$ cat config.mk
export PLATFORM = sky130hd
export DESIGN_NAME = bresenham_circle_generator
export DESIGN_NICKNAME = d
export VERILOG_FILES = /design/src/bcg_pkg.sv /design/src/bresenham_circle_generator.sv /design/src/bcg_front.sv /design/src/bcg_queue.sv /design/src/bcg_back.sv
export SDC_FILE = /design/constraint.sdc
export NUM_CORES = 1
export LEC_CHECK = 0
export BUFFER_PORTS_ARGS = -buffer_cell sky130_fd_sc_hd__buf_4
export CELL_PAD_IN_SITES_DETAIL_PLACEMENT = 0
export CELL_PAD_IN_SITES_GLOBAL_PLACEMENT = 1
export CORE_MARGIN = 1.5
export CORE_UTILIZATION = 45
export DETAILED_ROUTE_END_ITERATION = 12
export PLACE_DENSITY_LB_ADDON = 0.2
export REMOVE_ABC_BUFFERS = 1
export SKIP_LAST_GASP = 1
export SLEW_MARGIN = 5
export SYNTH_ARGS = -nofsm -noshare
export SYNTH_HDL_FRONTEND = slang
export SYNTH_HIERARCHICAL = 1
export SYNTH_SLANG_ARGS = --single-unit
$ cat constraint.sdc
create_clock -name clk -period 5.3 [get_ports clk]
set_input_delay 1.06 -clock clk [delete_from_list [all_inputs] [get_ports clk]]
set_output_delay 1.06 -clock clk [all_outputs]
set_load 0.05 [all_outputs]
$ cat src/bcg_pkg.sv
// Shared types and constants for the circle generator.
// No dependencies; imported by every RTL module.
package bcg_pkg;

  localparam int COORD_W   = 10;
  localparam int RADIUS_W  = 9;
  localparam int OFFY_W    = 11;
  localparam int DEC_W     = 13;
  localparam int PIX_W     = 12;
  localparam int IN_DATA_W = 32;
  localparam int OUT_DATA_W = 24;
  localparam int QUEUE_DEPTH = 2;
  localparam int QPTR_W    = $clog2(QUEUE_DEPTH);
  localparam int QCNT_W    = $clog2(QUEUE_DEPTH + 1);
  localparam int PIX_PER_GROUP = 8;
  localparam int PIXCNT_W  = $clog2(PIX_PER_GROUP);

  // action codes carried on tuser
  localparam logic ACT_START = 1'b0;
  localparam logic ACT_STEP  = 1'b1;

  // One group of eight mirrored pixels, ready to be plotted
  typedef struct packed {
    logic [COORD_W-1:0]       origin_x;
    logic [COORD_W-1:0]       origin_y;
    logic [COORD_W-1:0]       offset_x;
    logic signed [OFFY_W-1:0] offset_y;
    logic                     done;
  } bcg_group_t;

endpackage

$ cat src/bresenham_circle_generator.sv
// Midpoint circle rasterizer: a start or a live step request yields eight pixels.
// Path: queue entry, then group register, then output register for its pixels.
// Throughput: one pixel per cycle when the output is not stalled, set by the single
// output register; the front end runs ahead through a 2-entry queue.
// Steps on a finished or unstarted circle are accepted and produce nothing.
// Reset: synchronous, active high; clears circle state, queue and output valid.
module bresenham_circle_generator
  import bcg_pkg::*;
(
  input  logic                  clk,
  input  logic                  rst,
  input  logic                  s_tvalid,
  output logic                  s_tready,
  input  logic [IN_DATA_W-1:0]  s_tdata,  // center_x[9:0], center_y[19:10], radius[28:20]
  input  logic                  s_tuser,  // action
  output logic                  m_tvalid,
  input  logic                  m_tready,
  output logic [OUT_DATA_W-1:0] m_tdata,  // pixel_x[11:0], pixel_y[23:12]
  output logic                  m_tlast,  // last_of_step
  output logic                  m_tuser   // circle_done
);

  logic       push;
  logic       push_ok;
  bcg_group_t push_group;
  logic       pop;
  logic       head_valid;
  bcg_group_t head;

  assign s_tready = push_ok;

  // Accept and classify requests
  bcg_front u_front (
    .clk         (clk),
    .rst         (rst),
    .in_valid    (s_tvalid),
    .in_action   (s_tuser),
    .in_center_x (s_tdata[COORD_W-1:0]),
    .in_center_y (s_tdata[2*COORD_W-1:COORD_W]),
    .in_radius   (s_tdata[2*COORD_W+RADIUS_W-1:2*COORD_W]),
    .push_ok     (push_ok),
    .push        (push),
    .push_group  (push_group)
  );

  // Buffer groups between the two sides
  bcg_queue u_queue (
    .clk        (clk),
    .rst        (rst),
    .push       (push),
    .push_group (push_group),
    .push_ok    (push_ok),
    .pop        (pop),
    .head_valid (head_valid),
    .head       (head)
  );

  // Plot eight pixels per group
  bcg_back u_back (
    .clk        (clk),
    .rst        (rst),
    .head_valid (head_valid),
    .head       (head),
    .pop        (pop),
    .out_valid  (m_tvalid),
    .out_ready  (m_tready),
    .out_data   (m_tdata),
    .out_last   (m_tlast),
    .out_done   (m_tuser)
  );

endmodule

$ cat src/bcg_front.sv
// Front end: accepts start/step requests, runs the midpoint update.
// Depends on bcg_pkg; feeds bcg_queue with one group per drawing request.
module bcg_front
  import bcg_pkg::*;
(
  input  logic                  clk,
  input  logic                  rst,
  input  logic                  in_valid,
  input  logic                  in_action,
  input  logic [COORD_W-1:0]    in_center_x,
  input  logic [COORD_W-1:0]    in_center_y,
  input  logic [RADIUS_W-1:0]   in_radius,
  input  logic                  push_ok,
  output logic                  push,
  output bcg_group_t            push_group
);

  logic [COORD_W-1:0]       offset_x;
  logic signed [OFFY_W-1:0] offset_y;
  logic signed [DEC_W-1:0]  decision;
  logic [COORD_W-1:0]       origin_x;
  logic [COORD_W-1:0]       origin_y;
  logic                     drawing_active;

  logic                     accept;
  logic                     can_step;
  logic [COORD_W-1:0]       x_next;
  logic signed [OFFY_W-1:0] y_next;
  logic signed [DEC_W-1:0]  d_next;
  logic signed [DEC_W-1:0]  x_ext;
  logic signed [DEC_W-1:0]  diff;
  logic signed [DEC_W-1:0]  d_start;
  logic                     done_next;

  assign accept   = in_valid && push_ok;
  assign can_step = drawing_active &&
                    !(offset_y < $signed({1'b0, offset_x}));

  // Midpoint update for one step
  always_comb begin
    x_next = offset_x + COORD_W'(1);
    x_ext  = $signed({{(DEC_W-COORD_W){1'b0}}, x_next});
    if (decision > 0) begin
      y_next = offset_y - OFFY_W'(1);
      diff   = x_ext - DEC_W'(y_next);
      d_next = decision + (diff <<< 2) + DEC_W'(10);
    end else begin
      y_next = offset_y;
      diff   = x_ext - DEC_W'(offset_y);
      d_next = decision + (x_ext <<< 2) + DEC_W'(6);
    end
    done_next = y_next < $signed({1'b0, x_next});
    d_start   = DEC_W'(3) - DEC_W'({in_radius, 1'b0});
  end

  // Group sent to the queue
  always_comb begin
    push = 1'b0;
    push_group.origin_x = origin_x;
    push_group.origin_y = origin_y;
    push_group.offset_x = x_next;
    push_group.offset_y = y_next;
    push_group.done     = done_next;
    if (accept) begin
      if (in_action == ACT_START) begin
        push = 1'b1;
        push_group.origin_x = in_center_x;
        push_group.origin_y = in_center_y;
        push_group.offset_x = '0;
        push_group.offset_y = $signed({2'b00, in_radius});
        push_group.done     = 1'b0;
      end else begin
        push = can_step;
      end
    end
  end

  // Update circle state
  always_ff @(posedge clk) begin
    if (rst) begin
      offset_x       <= '0;
      offset_y       <= '0;
      decision       <= '0;
      origin_x       <= '0;
      origin_y       <= '0;
      drawing_active <= 1'b0;
    end else if (accept) begin
      if (in_action == ACT_START) begin
        origin_x       <= in_center_x;
        origin_y       <= in_center_y;
        offset_x       <= '0;
        offset_y       <= $signed({2'b00, in_radius});
        decision       <= d_start;
        drawing_active <= 1'b1;
      end else if (can_step) begin
        offset_x       <= x_next;
        offset_y       <= y_next;
        decision       <= d_next;
        drawing_active <= !done_next;
      end
    end
  end

endmodule

$ cat src/bcg_queue.sv
// Short group queue between front end and pixel back end.
// Depends on bcg_pkg for the group type and depth.
module bcg_queue
  import bcg_pkg::*;
(
  input  logic       clk,
  input  logic       rst,
  input  logic       push,
  input  bcg_group_t push_group,
  output logic       push_ok,
  input  logic       pop,
  output logic       head_valid,
  output bcg_group_t head
);

  bcg_group_t        entries [QUEUE_DEPTH];
  logic [QPTR_W-1:0] wr_ptr;
  logic [QPTR_W-1:0] rd_ptr;
  logic [QCNT_W-1:0] count;

  assign push_ok    = count != QCNT_W'(QUEUE_DEPTH);
  assign head_valid = count != '0;
  assign head       = entries[rd_ptr];

  // Store incoming group
  always_ff @(posedge clk) begin
    if (push) begin
      entries[wr_ptr] <= push_group;
    end
  end

  // Advance pointers and fill count
  always_ff @(posedge clk) begin
    if (rst) begin
      wr_ptr <= '0;
      rd_ptr <= '0;
      count  <= '0;
    end else begin
      if (push) begin
        wr_ptr <= (wr_ptr == QPTR_W'(QUEUE_DEPTH - 1)) ? '0 : wr_ptr + QPTR_W'(1);
      end
      if (pop) begin
        rd_ptr <= (rd_ptr == QPTR_W'(QUEUE_DEPTH - 1)) ? '0 : rd_ptr + QPTR_W'(1);
      end
      if (push && !pop) begin
        count <= count + QCNT_W'(1);
      end else if (pop && !push) begin
        count <= count - QCNT_W'(1);
      end
    end
  end

endmodule

$ cat src/bcg_back.sv
// Back end: expands each group into eight mirrored pixels, one per cycle unless stalled.
// Depends on bcg_pkg; drains bcg_queue and drives the output register.
module bcg_back
  import bcg_pkg::*;
(
  input  logic                  clk,
  input  logic                  rst,
  input  logic                  head_valid,
  input  bcg_group_t            head,
  output logic                  pop,
  output logic                  out_valid,
  input  logic                  out_ready,
  output logic [OUT_DATA_W-1:0] out_data,
  output logic                  out_last,
  output logic                  out_done
);

  bcg_group_t          grp;
  logic                grp_valid;
  logic [PIXCNT_W-1:0] pix;

  logic                advance;
  logic                last_pix;
  logic [PIX_W-1:0]    off_a;
  logic [PIX_W-1:0]    off_b;
  logic [PIX_W-1:0]    pixel_x;
  logic [PIX_W-1:0]    pixel_y;

  assign advance  = !out_valid || out_ready;
  assign last_pix = pix == PIXCNT_W'(PIX_PER_GROUP - 1);
  assign pop      = head_valid && (!grp_valid || (advance && last_pix));

  // Mirror the offsets: bit 2 swaps x/y, bit 1 negates row, bit 0 negates column
  always_comb begin
    if (pix[2]) begin
      off_a = PIX_W'(grp.offset_y);
      off_b = {{(PIX_W-COORD_W){1'b0}}, grp.offset_x};
    end else begin
      off_a = {{(PIX_W-COORD_W){1'b0}}, grp.offset_x};
      off_b = PIX_W'(grp.offset_y);
    end
    pixel_x = {{(PIX_W-COORD_W){1'b0}}, grp.origin_x} + (pix[0] ? -off_a : off_a);
    pixel_y = {{(PIX_W-COORD_W){1'b0}}, grp.origin_y} + (pix[1] ? -off_b : off_b);
  end

  // Hold current group and pixel index
  always_ff @(posedge clk) begin
    if (rst) begin
      grp_valid <= 1'b0;
      pix       <= '0;
      out_valid <= 1'b0;
    end else begin
      if (advance) begin
        out_valid <= grp_valid;
      end
      if (pop) begin
        grp_valid <= 1'b1;
        pix       <= '0;
      end else if (advance && grp_valid) begin
        pix <= pix + PIXCNT_W'(1);
        if (last_pix) begin
          grp_valid <= 1'b0;
        end
      end
    end
  end

  // Group payload
  always_ff @(posedge clk) begin
    if (pop) begin
      grp <= head;
    end
  end

  // Output register payload
  always_ff @(posedge clk) begin
    if (advance && grp_valid) begin
      out_data <= {pixel_y, pixel_x};
      out_last <= last_pix;
      out_done <= grp.done;
    end
  end

endmodule

# Yosys cells after proc, flatten, opt, wreduce, memory -nomap -nowiden
# Memories as Yosys holds them, arrays and structs flattened. A register that Yosys moved wholly into a read port is not among the register bits.
# Cells that the tools add are included.
[op_classes]
addsub = 17
shifts = 0
order_cmp = 3
bitwise_logic = 1
div_mod_pow = 0
n_eq_ne = 3
multipliers = 0
n_reduce_logical = 23
n_mux = 27
[ops]
columns = ["op", "count"]
rows = [
  ["42-bit 2-to-1 mux", 2],
  ["12-bit 2-to-1 mux", 4],
  ["13-bit 2-to-1 mux", 3],
  ["11-bit 2-to-1 mux", 3],
  ["13-bit adder", 2],
  ["10-bit by 12-bit adder with 12-bit output", 2],
  ["12-bit negator", 2],
  ["11-bit < comparator", 2],
  ["10-bit 2-to-1 mux", 2],
  ["13-bit by 4-bit adder with 13-bit output, second input constant", 1],
  ["13-bit by 5-bit adder with 13-bit output, second input constant", 1],
  ["13-bit by 1-bit > comparator with 1-bit output, second input constant", 1],
  ["1-bit 2-to-1 mux", 11],
  ["11-bit subtractor", 1],
  ["11-bit by 2-bit subtractor with 11-bit output, second input constant", 1],
  ["2-bit by 10-bit subtractor with 11-bit output, first input constant", 1],
  ["10-bit by 1-bit adder with 10-bit output, second input constant", 1],
  ["2-bit nonzero test", 4],
  ["1-bit logical AND", 7],
  ["1-bit zero test", 6],
  ["2-bit AND reduction", 3],
  ["2-bit 2-to-1 mux", 2],
  ["3-bit by 1-bit adder with 3-bit output, second input constant", 1],
  ["3-bit == test, second input constant", 1],
  ["other kinds (8)", 10],
]
[word_totals]
rom_bits = 0
reg_bits = 90
latch_bits = 0
mem_bits_rw = 84
n_memories = 1
in_bits = 37
out_inout_bits = 28
word_cells = 90
[memory_table]
columns = ["memory", "words", "word_bits", "read_ports", "rd_ports_with_merged_regs", "wr", "line_no", "source"]
rows = [
  ["u_queue.entries", 2, 42, 1, 1, 1, "bcg_queue.sv:16", "bcg_group_t entries [QUEUE_DEPTH];"],
]

# Longest topological paths before layout
# Gate-level depths: netlist of the first run.
[depth]
depth_word = 9
mapped_depth = 20
mapped_depth_nobuf = 18

# By module
# The synthesis of the first run kept the hierarchy.
[by_module_without_submodules]
columns = ["module", "area_per_inst_um2", "n_inst", "cells_per_inst"]
rows = [
  ["bcg_front", 5300.1, 1, 684],
  ["bcg_back", 4272.8, 1, 359],
  ["bcg_queue", 3238.1, 1, 153],
]

# Least setup slack after synthesis of the first run
# Ideal clock, no wire load.
[synth_timing]
kind = "input to register"
start = "input port s_tvalid"
end = "memory u_queue/entries[0][0] in the netlist's numbering, enable pin"
cell_stages = 6
setup_slack_ns = 0.844
setup_time_ns = 0.446
arrival_ns = 4.010
path_cell_list = "nand2_1 > a21o_1 > a31o_2 > inv_2 > clkbuf_1 > nor2b_1"
[synth_via]
elab_chain_len = 4
[synth_lines]
columns = ["element", "line_no", "source"]
rows = [
  ["start: declaration", "bresenham_circle_generator.sv:12", "input logic s_tvalid,"],
  ["1-bit logical AND", "bcg_front.sv:35", "assign accept = in_valid && push_ok;"],
  ["1-bit 2-to-1 mux", "bcg_front.sv:64", "if (accept) begin"],
  ["via push", "bresenham_circle_generator.sv:23", "logic push;"],
  ["1-bit 2-to-1 mux", "bcg_queue.sv:27", "if (push) begin"],
  ["1-bit 2-to-1 mux (implied by the code)", "bcg_queue.sv:28", "entries[wr_ptr] <= push_group;"],
  ["end: declaration", "bcg_queue.sv:16", ""],
]
# The timed path passes the listed nets, and every way through them passes these cells.

# Final worst setup path of the first run
[layout_timing]
start = "register u_front.offset_y[1]"
end = "register u_front.decision[12]"
[layout_via]
elab_chain_len = 7
[layout_lines]
columns = ["element", "line_no", "source"]
rows = [
  ["start: declaration", "bcg_front.sv:19", "logic signed [OFFY_W-1:0] offset_y;"],
  ["start signal: assignment", "bcg_front.sv:92", "offset_y <= $signed({2'b00, in_radius});"],
  ["start signal: assignment", "bcg_front.sv:97", "offset_y <= y_next;"],
  ["11-bit by 2-bit subtractor with 11-bit output", "bcg_front.sv:44", "y_next = offset_y - OFFY_W'(1);"],
  ["11-bit subtractor", "bcg_front.sv:45", "diff = x_ext - DEC_W'(y_next);"],
  ["13-bit adder", "bcg_front.sv:46", "d_next = decision + (diff <<< 2) + DEC_W'(10);"],
  ["13-bit by 5-bit adder with 13-bit output", "bcg_front.sv:46", ""],
  ["13-bit 2-to-1 mux", "bcg_front.sv:43", "if (decision > 0) begin"],
  ["13-bit 2-to-1 mux", "bcg_front.sv:95", "end else if (can_step) begin"],
  ["13-bit 2-to-1 mux", "bcg_front.sv:88", "if (in_action == ACT_START) begin"],
  ["end signal: assignment", "bcg_front.sv:93", "decision <= d_start;"],
  ["end signal: assignment", "bcg_front.sv:98", "decision <= d_next;"],
  ["end: declaration", "bcg_front.sv:20", "logic signed [DEC_W-1:0] decision;"],
]
# Several ways; a longest one is shown, not always the timed one. The select of a mux whose other input is x is not followed.
# A chain may end at the register's enable or synchronous reset.

==> insert_results.sql, run 1 <==
INSERT INTO impl_metrics (metric_group, metric, value, unit) VALUES
('final_layout', 'layout.cells.most_common', 'sky130_fd_sc_hd__edfxtp_1', ''),
('timing', 'finalSetupViolations', '0', ''),
('drt', 'wl_per_cell', '18.3', 'µm'),
('critical_path', 'worstRegToRegCells', '17', ''),
('synth', 'syn-instance-count', '1196', ''),
('drt', 'drt_first_iter_violations', '528', ''),
('drt', 'detailroute.via_count', '9070', ''),
('synth', 'synthArstFlopShare', '0', '%'),
('flow_run', 'drv.max_cap_violation_count', '0', ''),
('drt', 'detailedRoute.firstPassIterationCount', '5', ''),
('critical_path', 'required_time_reported_for_the_critical_path_endpoint', '5.66', 'ns'),
('power', 'power_frac_comb', '50.3', '%'),
('timing', 'hold_viol', '0', ''),
('critical_path', 'setup.worst_path.class', 'reg2reg', ''),
('clocking', 'cts.root.buffer_cell', 'sky130_fd_sc_hd__clkbuf_16', ''),
('final_layout', 'multiInputGateArea', '6500', 'µm²'),
('clocking', 'clk-insertion-delay-late', '0.51', 'ns'),
('global_route', 'antenna_found_initial', '0', ''),
('final_layout', 'fill_cells', '2599', ''),
('synth', 'yosys.area.top_type_share', '35.6', '%'),
('clocking', 'cts_num_sinks', '217', ''),
('final_layout', 'most-common-layout-cells', 'sky130_fd_sc_hd__edfxtp_1 (152), sky130_fd_sc_hd__nand2_1 (122), sky130_fd_sc_hd__ha_1 (100)', ''),
('critical_path', 'regToRegEndpoint', 'u_front/decision[12]$_SDFFE_PP0P_', ''),
('power', 'power_switching_share', '41.4', '%'),
('global_route', 'global_route.usage.total', '21.0', '%'),
('synth', 'synth_largest_area_cell', 'sky130_fd_sc_hd__edfxtp_1', ''),
('final_layout', 'layout-drive-gt1-share', '12.7', '%'),
('timing', 'grt_setup_unrepaired', 'false', ''),
('floorplan', 'io-pin-count', '65', ''),
('critical_path', 'critical_path.startpoint_type', 'flop', ''),
('final_layout', 'area_growth_syn_to_layout', '12.6', '%'),
('clocking', 'tritoncts_clock_tree', 'built', ''),
('power', 'pwr_density_cell', '638', 'nW/µm²'),
('worst_hold_path', 'hold-path-cell-count', '0', ''),
('power', 'max-vdd-ir-drop', '0.321', 'mV'),
('worst_hold_path', 'hold_path.startpoint', 'u_back/grp[0]$_DFFE_PP_', ''),
('status', 'run_status', 'completed', ''),
('synth', 'synth_seq_cells', '217', ''),
('floorplan', 'start_util', '45.9', '%'),
('drt', 'antenna_left', '0', ''),
('floorplan', 'floorplan.die.height', '172', 'µm'),
('timing', 'worst_pin_slew', '1.17', 'ns'),
('final_layout', 'layoutNonFillerInstCount', '1647', ''),
('synth', 'yosys_most_used_dff', 'sky130_fd_sc_hd__edfxtp_1', ''),
('floorplan', 'fp.dieW', '172', 'µm'),
('global_route', 'global_route_wire_length_before_repair', '48000', 'µm'),
('critical_path', 'worst_r2r_src', 'u_front/offset_y[1]$_SDFFE_PP0P_', ''),
('power', 'share_clk_of_total_power', '18.4', '%'),
('synth', 'synth_top_cells_by_area', 'sky130_fd_sc_hd__edfxtp_1 (36%), sky130_fd_sc_hd__dfxtp_1 (10%), sky130_fd_sc_hd__ha_1 (9.8%), sky130_fd_sc_hd__xnor2_1 (4.1%), sky130_fd_sc_hd__mux2_1 (3.7%)', ''),
('place', 'dpl.cell_count', '1606', ''),
('power', 'pwr-share-seq', '31.3', '%'),
('timing', 'period_needed', '4.60', 'ns'),
('drt', 'via_per_inst', '5.51', ''),
('power', 'power_switching', '0.00382', 'W'),
('critical_path', 'worstPathMaxFanout', '5', ''),
('final_layout', 'layout.area.seq', '5870', 'µm²'),
('synth', 'mappedNetlistArea', '12800', 'µm²'),
('worst_hold_path', 'worstHoldEndpoint', 'u_back/out_done$_DFFE_PP_', ''),
('power', 'leakage', '5.71', 'nW'),
('timing', 'setup-tns-final', '0', 'ns'),
('clocking', 'cts_buffers', '23', ''),
('critical_path', 'regToRegSetupSlack', '0.70', 'ns'),
('place', 'gp_congestion', '0.838', ''),
('global_route', 'first_global_vias', '8862', ''),
('critical_path', 'cp-end-kind', 'flop', ''),
('timing', 'slew_headroom', '21.8', '%'),
('place', 'buffer_ports.inserted', '61', ''),
('synth', 'synth_enable_flop_cells', '152', ''),
('power', 'power.internal', '0.00539', 'W'),
('drt', 'finalWirelength', '30100', 'µm'),
('final_layout', 'nets', '1395', '');
worst max-delay path, stage by stage, from the launching register on:
cell                       delay (ns)
sky130_fd_sc_hd__dfxtp_1         0.35
sky130_fd_sc_hd__inv_1           0.07
sky130_fd_sc_hd__ha_1            0.20
sky130_fd_sc_hd__or3b_1          0.50
sky130_fd_sc_hd__xor2_1          0.21
sky130_fd_sc_hd__ha_1            0.31
sky130_fd_sc_hd__and2_1          0.14
sky130_fd_sc_hd__a21boi_0        0.39
sky130_fd_sc_hd__o211ai_1        0.23
sky130_fd_sc_hd__a2111o_1        0.39
sky130_fd_sc_hd__o311ai_0        0.10
sky130_fd_sc_hd__ha_1            0.30
sky130_fd_sc_hd__ha_1            0.33
sky130_fd_sc_hd__a21o_1          0.19
sky130_fd_sc_hd__a41oi_1         0.25
sky130_fd_sc_hd__xnor2_1         0.18
sky130_fd_sc_hd__mux2i_1         0.22
sky130_fd_sc_hd__o32ai_1         0.09
state kept, by name, indices dropped and copies added (netlist names), named ones only:
signal                  cells
u_back/out_done             1
u_front/offset_y           11
u_back/grp_valid            1
u_back/out_last             1
u_front/offset_x           10
u_back/pix                  3
u_front/origin_y           10
u_queue/count               2
u_front/origin_x           10
u_queue/wr_ptr              1
u_front/drawing_active      1
u_back/out_data            24
u_front/decision           13
u_back/grp                 42
u_queue/rd_ptr              1
u_back/out_valid            1
u_queue/entries            84
cells by family after synthesis:
| kind of cell | after synthesis | synth area share (%) |
|---|---|---|
| XOR/XNOR | 92 | 6.35 |
| flip-flops | 217 | 45.8 |
| AND/OR/NAND/NOR | 347 | 14.1 |
| multiplexers | 66 | 5.59 |
| adder cells (fa/ha/maj) | 105 | 10.5 |
| buffers and inverters | 104 | 3.62 |
| AO/OA/AOI/OAI | 265 | 14.0 |
per-stage QoR:
step                total power, W  setup WS (ns)  cell area (µm²)  hold WS, ns  utilization (%)
floorplan                  0.00632          0.923            12600        0.400                -
global placement           0.00751          0.734            13600        0.433             48.8
detailed placement         0.00757          0.687            13600        0.406             48.8
CTS                        0.00929          0.663            14400        0.422             51.6
global route               0.00990          0.486            14400        0.428             51.6
finish                     0.00921          0.697            14400        0.420             51.6
power by group through the flow:
| stage | registers, W | clock network [W] | logic [W] |
|---|---|---|---|
| 2_1_floorplan | 0.00317 | 0 | 0.00315 |
| 3_3_place_gp | 0.00291 | 0 | 0.00460 |
| 3_5_place_dp | 0.00292 | 0 | 0.00465 |
| 4_1_cts | 0.00289 | 0.00173 | 0.00467 |
| 5_1_grt | 0.00295 | 0.00180 | 0.00516 |
| 6_report | 0.00288 | 0.00170 | 0.00463 |
per-layer routing:
metal | global-route usage, % | vias to the layer above | part of all wire [%]
met3 | 2.44 | 44 | 3.5
li1 | - | 4534 | -
met5 | 0 | - | 0
met2 | 37.4 | 158 | 49
met4 | 5.84 | 0 | 2.1
met1 | 26.9 | 4334 | 45
synthesized netlist by cell type (all sizes together), types with 11 or more instances:
master / n
a21o: 24
a21oi: 85
a22oi: 11
and3: 11
buf: 19
clkbuf: 23
dfxtp: 65
edfxtp: 152
ha: 100
inv: 60
mux2: 44
mux2i: 22
nand2: 122
nand3: 28
nor2: 87
nor3: 26
o211ai: 24
o21ai: 37
xnor2: 60
xor2: 32
how the worst max path moves through the flow:
stage	startpoint	to	cells past startpoint
3_3_place_gp	u_front/offset_y[1]$_SDFFE_PP0P_	u_front/decision[12]$_SDFFE_PP0P_	17
5_1_grt	u_front/offset_y[1]$_SDFFE_PP0P_	u_front/decision[12]$_SDFFE_PP0P_	17
4_1_cts	u_front/offset_y[1]$_SDFFE_PP0P_	u_front/decision[12]$_SDFFE_PP0P_	17
3_5_place_dp	u_front/offset_y[1]$_SDFFE_PP0P_	u_front/decision[12]$_SDFFE_PP0P_	17
2_1_floorplan	s_tvalid	u_queue/entries[0][0]$_DFFE_PP_	5
6_report	u_front/offset_y[1]$_SDFFE_PP0P_	u_front/decision[12]$_SDFFE_PP0P_	17
cell type report:
| type | instances | area share (%) |
|---|---|---|
| clock inverters | 13 | 1.13 |
| multi-input cells | 875 | 45.1 |
| clock buffers | 28 | 4.40 |
| well taps | 378 | 3.28 |
| flip-flops and latches | 217 | 40.7 |
| inverters | 62 | 1.61 |
| repair buffers | 74 | 3.85 |
Power figures use the tool's default switching activity.
==> run 2, diff against run 1 <==
--- a/config.mk
+++ b/config.mk
@@ -9,9 +9,9 @@
 export CELL_PAD_IN_SITES_DETAIL_PLACEMENT = 0
 export CELL_PAD_IN_SITES_GLOBAL_PLACEMENT = 1
 export CORE_MARGIN = 1.5
-export CORE_UTILIZATION = 45
+export CORE_UTILIZATION = 50
 export DETAILED_ROUTE_END_ITERATION = 12
-export PLACE_DENSITY_LB_ADDON = 0.2
+export PLACE_DENSITY_LB_ADDON = 0.1
 export REMOVE_ABC_BUFFERS = 1
 export SKIP_LAST_GASP = 1
 export SLEW_MARGIN = 5
==> run 2 against run 1 <==
Compared with the run above:
- non-clock buffer count up 4
- global-route usage is 2.6 points higher
- power increased by 0.59%
- sequential power down 1%
- maximum frequency shrank 2.0%
==> insert_results.sql, run 2 (same netlist as run 1, synthesis figures left out) <==
INSERT INTO impl_metrics (metric_group, metric, value, unit) VALUES
('status', 'run_status', 'completed', ''),
('final_layout', 'area_growth_syn_to_layout', '12.5', '%'),
('drt', 'antenna_left', '0', ''),
('clocking', 'cts_num_sinks', '217', ''),
('final_layout', 'layout-drive-gt1-share', '12.7', '%'),
('clocking', 'tritoncts_clock_tree', 'built', ''),
('timing', 'portion_of_the_clock_cycle_consumed_by_the_worst_path_in_the_final_layout', '88.6', '%'),
('clocking', 'cts_buffers', '25', ''),
('final_layout', 'registers.top_by_ff_count', 'u_queue/entries', ''),
('clocking', 'clk-insertion-delay-late', '0.51', 'ns'),
('critical_path', 'worstPathMaxFanout', '7', ''),
('timing', 'setup_slack', '0.603', 'ns'),
('clocking', 'clk_path_buf_depth', '3', ''),
('final_layout', 'most-common-layout-cells', 'sky130_fd_sc_hd__edfxtp_1 (152), sky130_fd_sc_hd__nand2_1 (122), sky130_fd_sc_hd__ha_1 (100)', ''),
('drt', 'finalWirelength', '30600', 'µm'),
('timing', 'finalSetupViolations', '0', ''),
('global_route', 'grt.met1_usage', '30.6', '%'),
('timing', 'period_needed', '4.70', 'ns'),
('drt', 'detailroute.via_count', '9149', ''),
('global_route', 'global_route_wire_length_before_repair', '49100', 'µm'),
('global_route', 'grt.busiest_layer', 'met2', ''),
('place', 'dpl.cell_count', '1562', ''),
('clocking', 'cts_post_setup_buffers_inserted', '0', ''),
('clocking', 'cts.root.buffer_cell', 'sky130_fd_sc_hd__clkbuf_16', ''),
('timing', 'hold_viol', '0', ''),
('global_route', 'globalRoute.totalOverflow', '0', ''),
('final_layout', 'layoutNonFillerInstCount', '1607', ''),
('floorplan', 'floorplan.die.height', '163', 'µm'),
('critical_path', 'worst-endpoint-arrival', '5.06', 'ns'),
('critical_path', 'cp-end-kind', 'flop', ''),
('drt', 'drt_first_iter_violations', '534', ''),
('drt', 'via_per_inst', '5.69', ''),
('final_layout', 'largest_reg_flops', '84', ''),
('worst_hold_path', 'hold_path.startpoint', 'u_back/grp[0]$_DFFE_PP_', ''),
('clocking', 'holdBufCountCts', '0', ''),
('worst_hold_path', 'timing.hold.worst.class', 'reg2reg', ''),
('critical_path', 'setup.worst_path.class', 'reg2reg', ''),
('power', 'pwr_density_cell', '643', 'nW/µm²'),
('place', 'preCtsSetupSlack', '0.630', 'ns'),
('timing', 'final.hold.worst_slack', '0.442', 'ns'),
('global_route', 'global_route.usage.total', '23.6', '%'),
('power', 'max-vdd-ir-drop', '0.388', 'mV'),
('clocking', 'cts.clk_slew.worst_paths', '0.06', 'ns'),
('place', 'gp_congestion', '0.843', ''),
('power', 'leakage', '5.73', 'nW'),
('clocking', 'htree_num_levels', '1', ''),
('global_route', 'grt_start_max_net_pins', '60', ''),
('floorplan', 'core.rowCount', '58', ''),
('final_layout', 'nets', '1401', ''),
('timing', 'final-max-slew-violation-count', '0', ''),
('drt', 'route.detailed.drc', '0', ''),
('worst_hold_path', 'hold-path-cell-count', '0', ''),
('worst_hold_path', 'worstHoldEndpoint', 'u_back/out_done$_DFFE_PP_', ''),
('timing', 'worst_pin_slew', '1.27', 'ns'),
('flow_run', 'drv.max_cap_violation_count', '0', ''),
('place', 'detailedPlacementHpwl', '21900', 'µm'),
('critical_path', 'critical_path.startpoint_type', 'flop', ''),
('timing', 'slew_headroom', '15.3', '%'),
('floorplan', 'io-pin-count', '65', ''),
('global_route', 'antenna_found_initial', '0', ''),
('timing', 'clock-skew-final', '0.0113', 'ns'),
('final_layout', 'total_inserted_antenna_cells', '0', ''),
('power', 'overall_power', '0.00926', 'W'),
('critical_path', 'worstRegToRegCells', '17', ''),
('critical_path', 'required_time_reported_for_the_critical_path_endpoint', '5.67', 'ns'),
('clocking', 'post_cts_resize_count', '0', ''),
('global_route', 'first_global_vias', '9026', ''),
('critical_path', 'regToRegSetupSlack', '0.60', 'ns'),
('global_route', 'met3_global_route_usage', '2.62', '%'),
('drt', 'wl_per_cell', '19.0', 'µm'),
('floorplan', 'placeable_area', '25200', 'µm²'),
('critical_path', 'worst_r2r_src', 'u_front/offset_y[0]$_SDFFE_PP0P_', ''),
('floorplan', 'start_util', '50.9', '%'),
('global_route', 'grt_met2_use', '41.8', '%'),
('critical_path', 'regToRegEndpoint', 'u_front/decision[12]$_SDFFE_PP0P_', ''),
('floorplan', 'die_area', '26600', 'µm²'),
('timing', 'grt_setup_unrepaired', 'false', ''),
('timing', 'setup-tns-final', '0', 'ns'),
('place', 'buffer_ports.inserted', '61', ''),
('final_layout', 'reg_top3', 'u_queue/entries x84, u_back/grp x42, u_back/out_data x24', ''),
('drt', 'detailedRoute.firstPassIterationCount', '5', ''),
('final_layout', 'layout.cells.most_common', 'sky130_fd_sc_hd__edfxtp_1', ''),
('floorplan', 'fp.dieW', '163', 'µm'),
('timing', 'achievable_frequency', '213', 'MHz');
## run 2: cell types whose count changed in the layout (fill, tap and decap cells not counted)
| cell | change |
|---|---|
| sky130_fd_sc_hd__bufinv_16 | -1 |
| sky130_fd_sc_hd__clkbuf_1 | +7 |
| sky130_fd_sc_hd__buf_4 | +4 |
| sky130_fd_sc_hd__inv_6 | -2 |
| sky130_fd_sc_hd__clkbuf_16 | +2 |
| sky130_fd_sc_hd__clkinv_4 | -2 |
## run 2: through the flow
stage	area, µm²	util (%)
after floorplan	12600	-
after global placement	13600	54.0
after detailed placement	13600	54.0
after CTS	14400	57.2
after global routing	14400	57.2
final	14400	57.2
## run 2: routing by layer
| layer | vias to the layer above | wire length, µm |
|---|---|---|
| met1 | 4386 | 13700 |
| met5 | - | 0 |
| met3 | 52 | 1060 |
| li1 | 4543 | - |
| met2 | 168 | 15200 |
| met4 | 0 | 671 |
## run 2: report_power, final
part | total [W] | leakage (nW) | internal [W] | switching [W]
sequential | 0.00284 | 1.95 | 0.00252 | 0.000321
clock | 0.00169 | 0.389 | 0.00102 | 0.000668
combinational | 0.00473 | 3.39 | 0.00188 | 0.00285
## run 2: layout make-up
cell class | instances | area, µm²
clock inverters | 8 | 97.6
flip-flops and latches | 217 | 5870
well taps | 330 | 413
inverters | 62 | 233
multi-input cells | 875 | 6500
clock buffers | 37 | 711
repair buffers | 78 | 586
fillers | 2245 | 10800
## run 2: worst max-delay path by stage
stage                                     startpoint                                end  cells after the start
global route        u_front/offset_y[0]$_SDFFE_PP0P_  u_front/decision[12]$_SDFFE_PP0P_                     17
detailed placement  u_front/offset_y[0]$_SDFFE_PP0P_  u_front/decision[12]$_SDFFE_PP0P_                     17
finish              u_front/offset_y[0]$_SDFFE_PP0P_  u_front/decision[12]$_SDFFE_PP0P_                     17
CTS                 u_front/offset_y[0]$_SDFFE_PP0P_  u_front/decision[12]$_SDFFE_PP0P_                     17
floorplan                                   s_tvalid    u_queue/entries[0][0]$_DFFE_PP_                      5
global placement    u_front/offset_y[0]$_SDFFE_PP0P_  u_front/decision[12]$_SDFFE_PP0P_                     17
## run 2: critical path, cell delays in order, from the launching register on
cell and delay (ns):
sky130_fd_sc_hd__dfxtp_1 0.39, sky130_fd_sc_hd__inv_1 0.12, sky130_fd_sc_hd__ha_1 0.20, sky130_fd_sc_hd__or3b_1 0.41, sky130_fd_sc_hd__buf_4 0.18, sky130_fd_sc_hd__or3_4 0.34
sky130_fd_sc_hd__xor2_1 0.23, sky130_fd_sc_hd__ha_1 0.34, sky130_fd_sc_hd__a21oi_1 0.26, sky130_fd_sc_hd__a21oi_1 0.13, sky130_fd_sc_hd__o311ai_0 0.44, sky130_fd_sc_hd__ha_1 0.32
sky130_fd_sc_hd__ha_1 0.33, sky130_fd_sc_hd__a21o_1 0.19, sky130_fd_sc_hd__a41oi_1 0.22, sky130_fd_sc_hd__xnor2_1 0.17, sky130_fd_sc_hd__mux2i_1 0.21, sky130_fd_sc_hd__o32ai_1 0.09
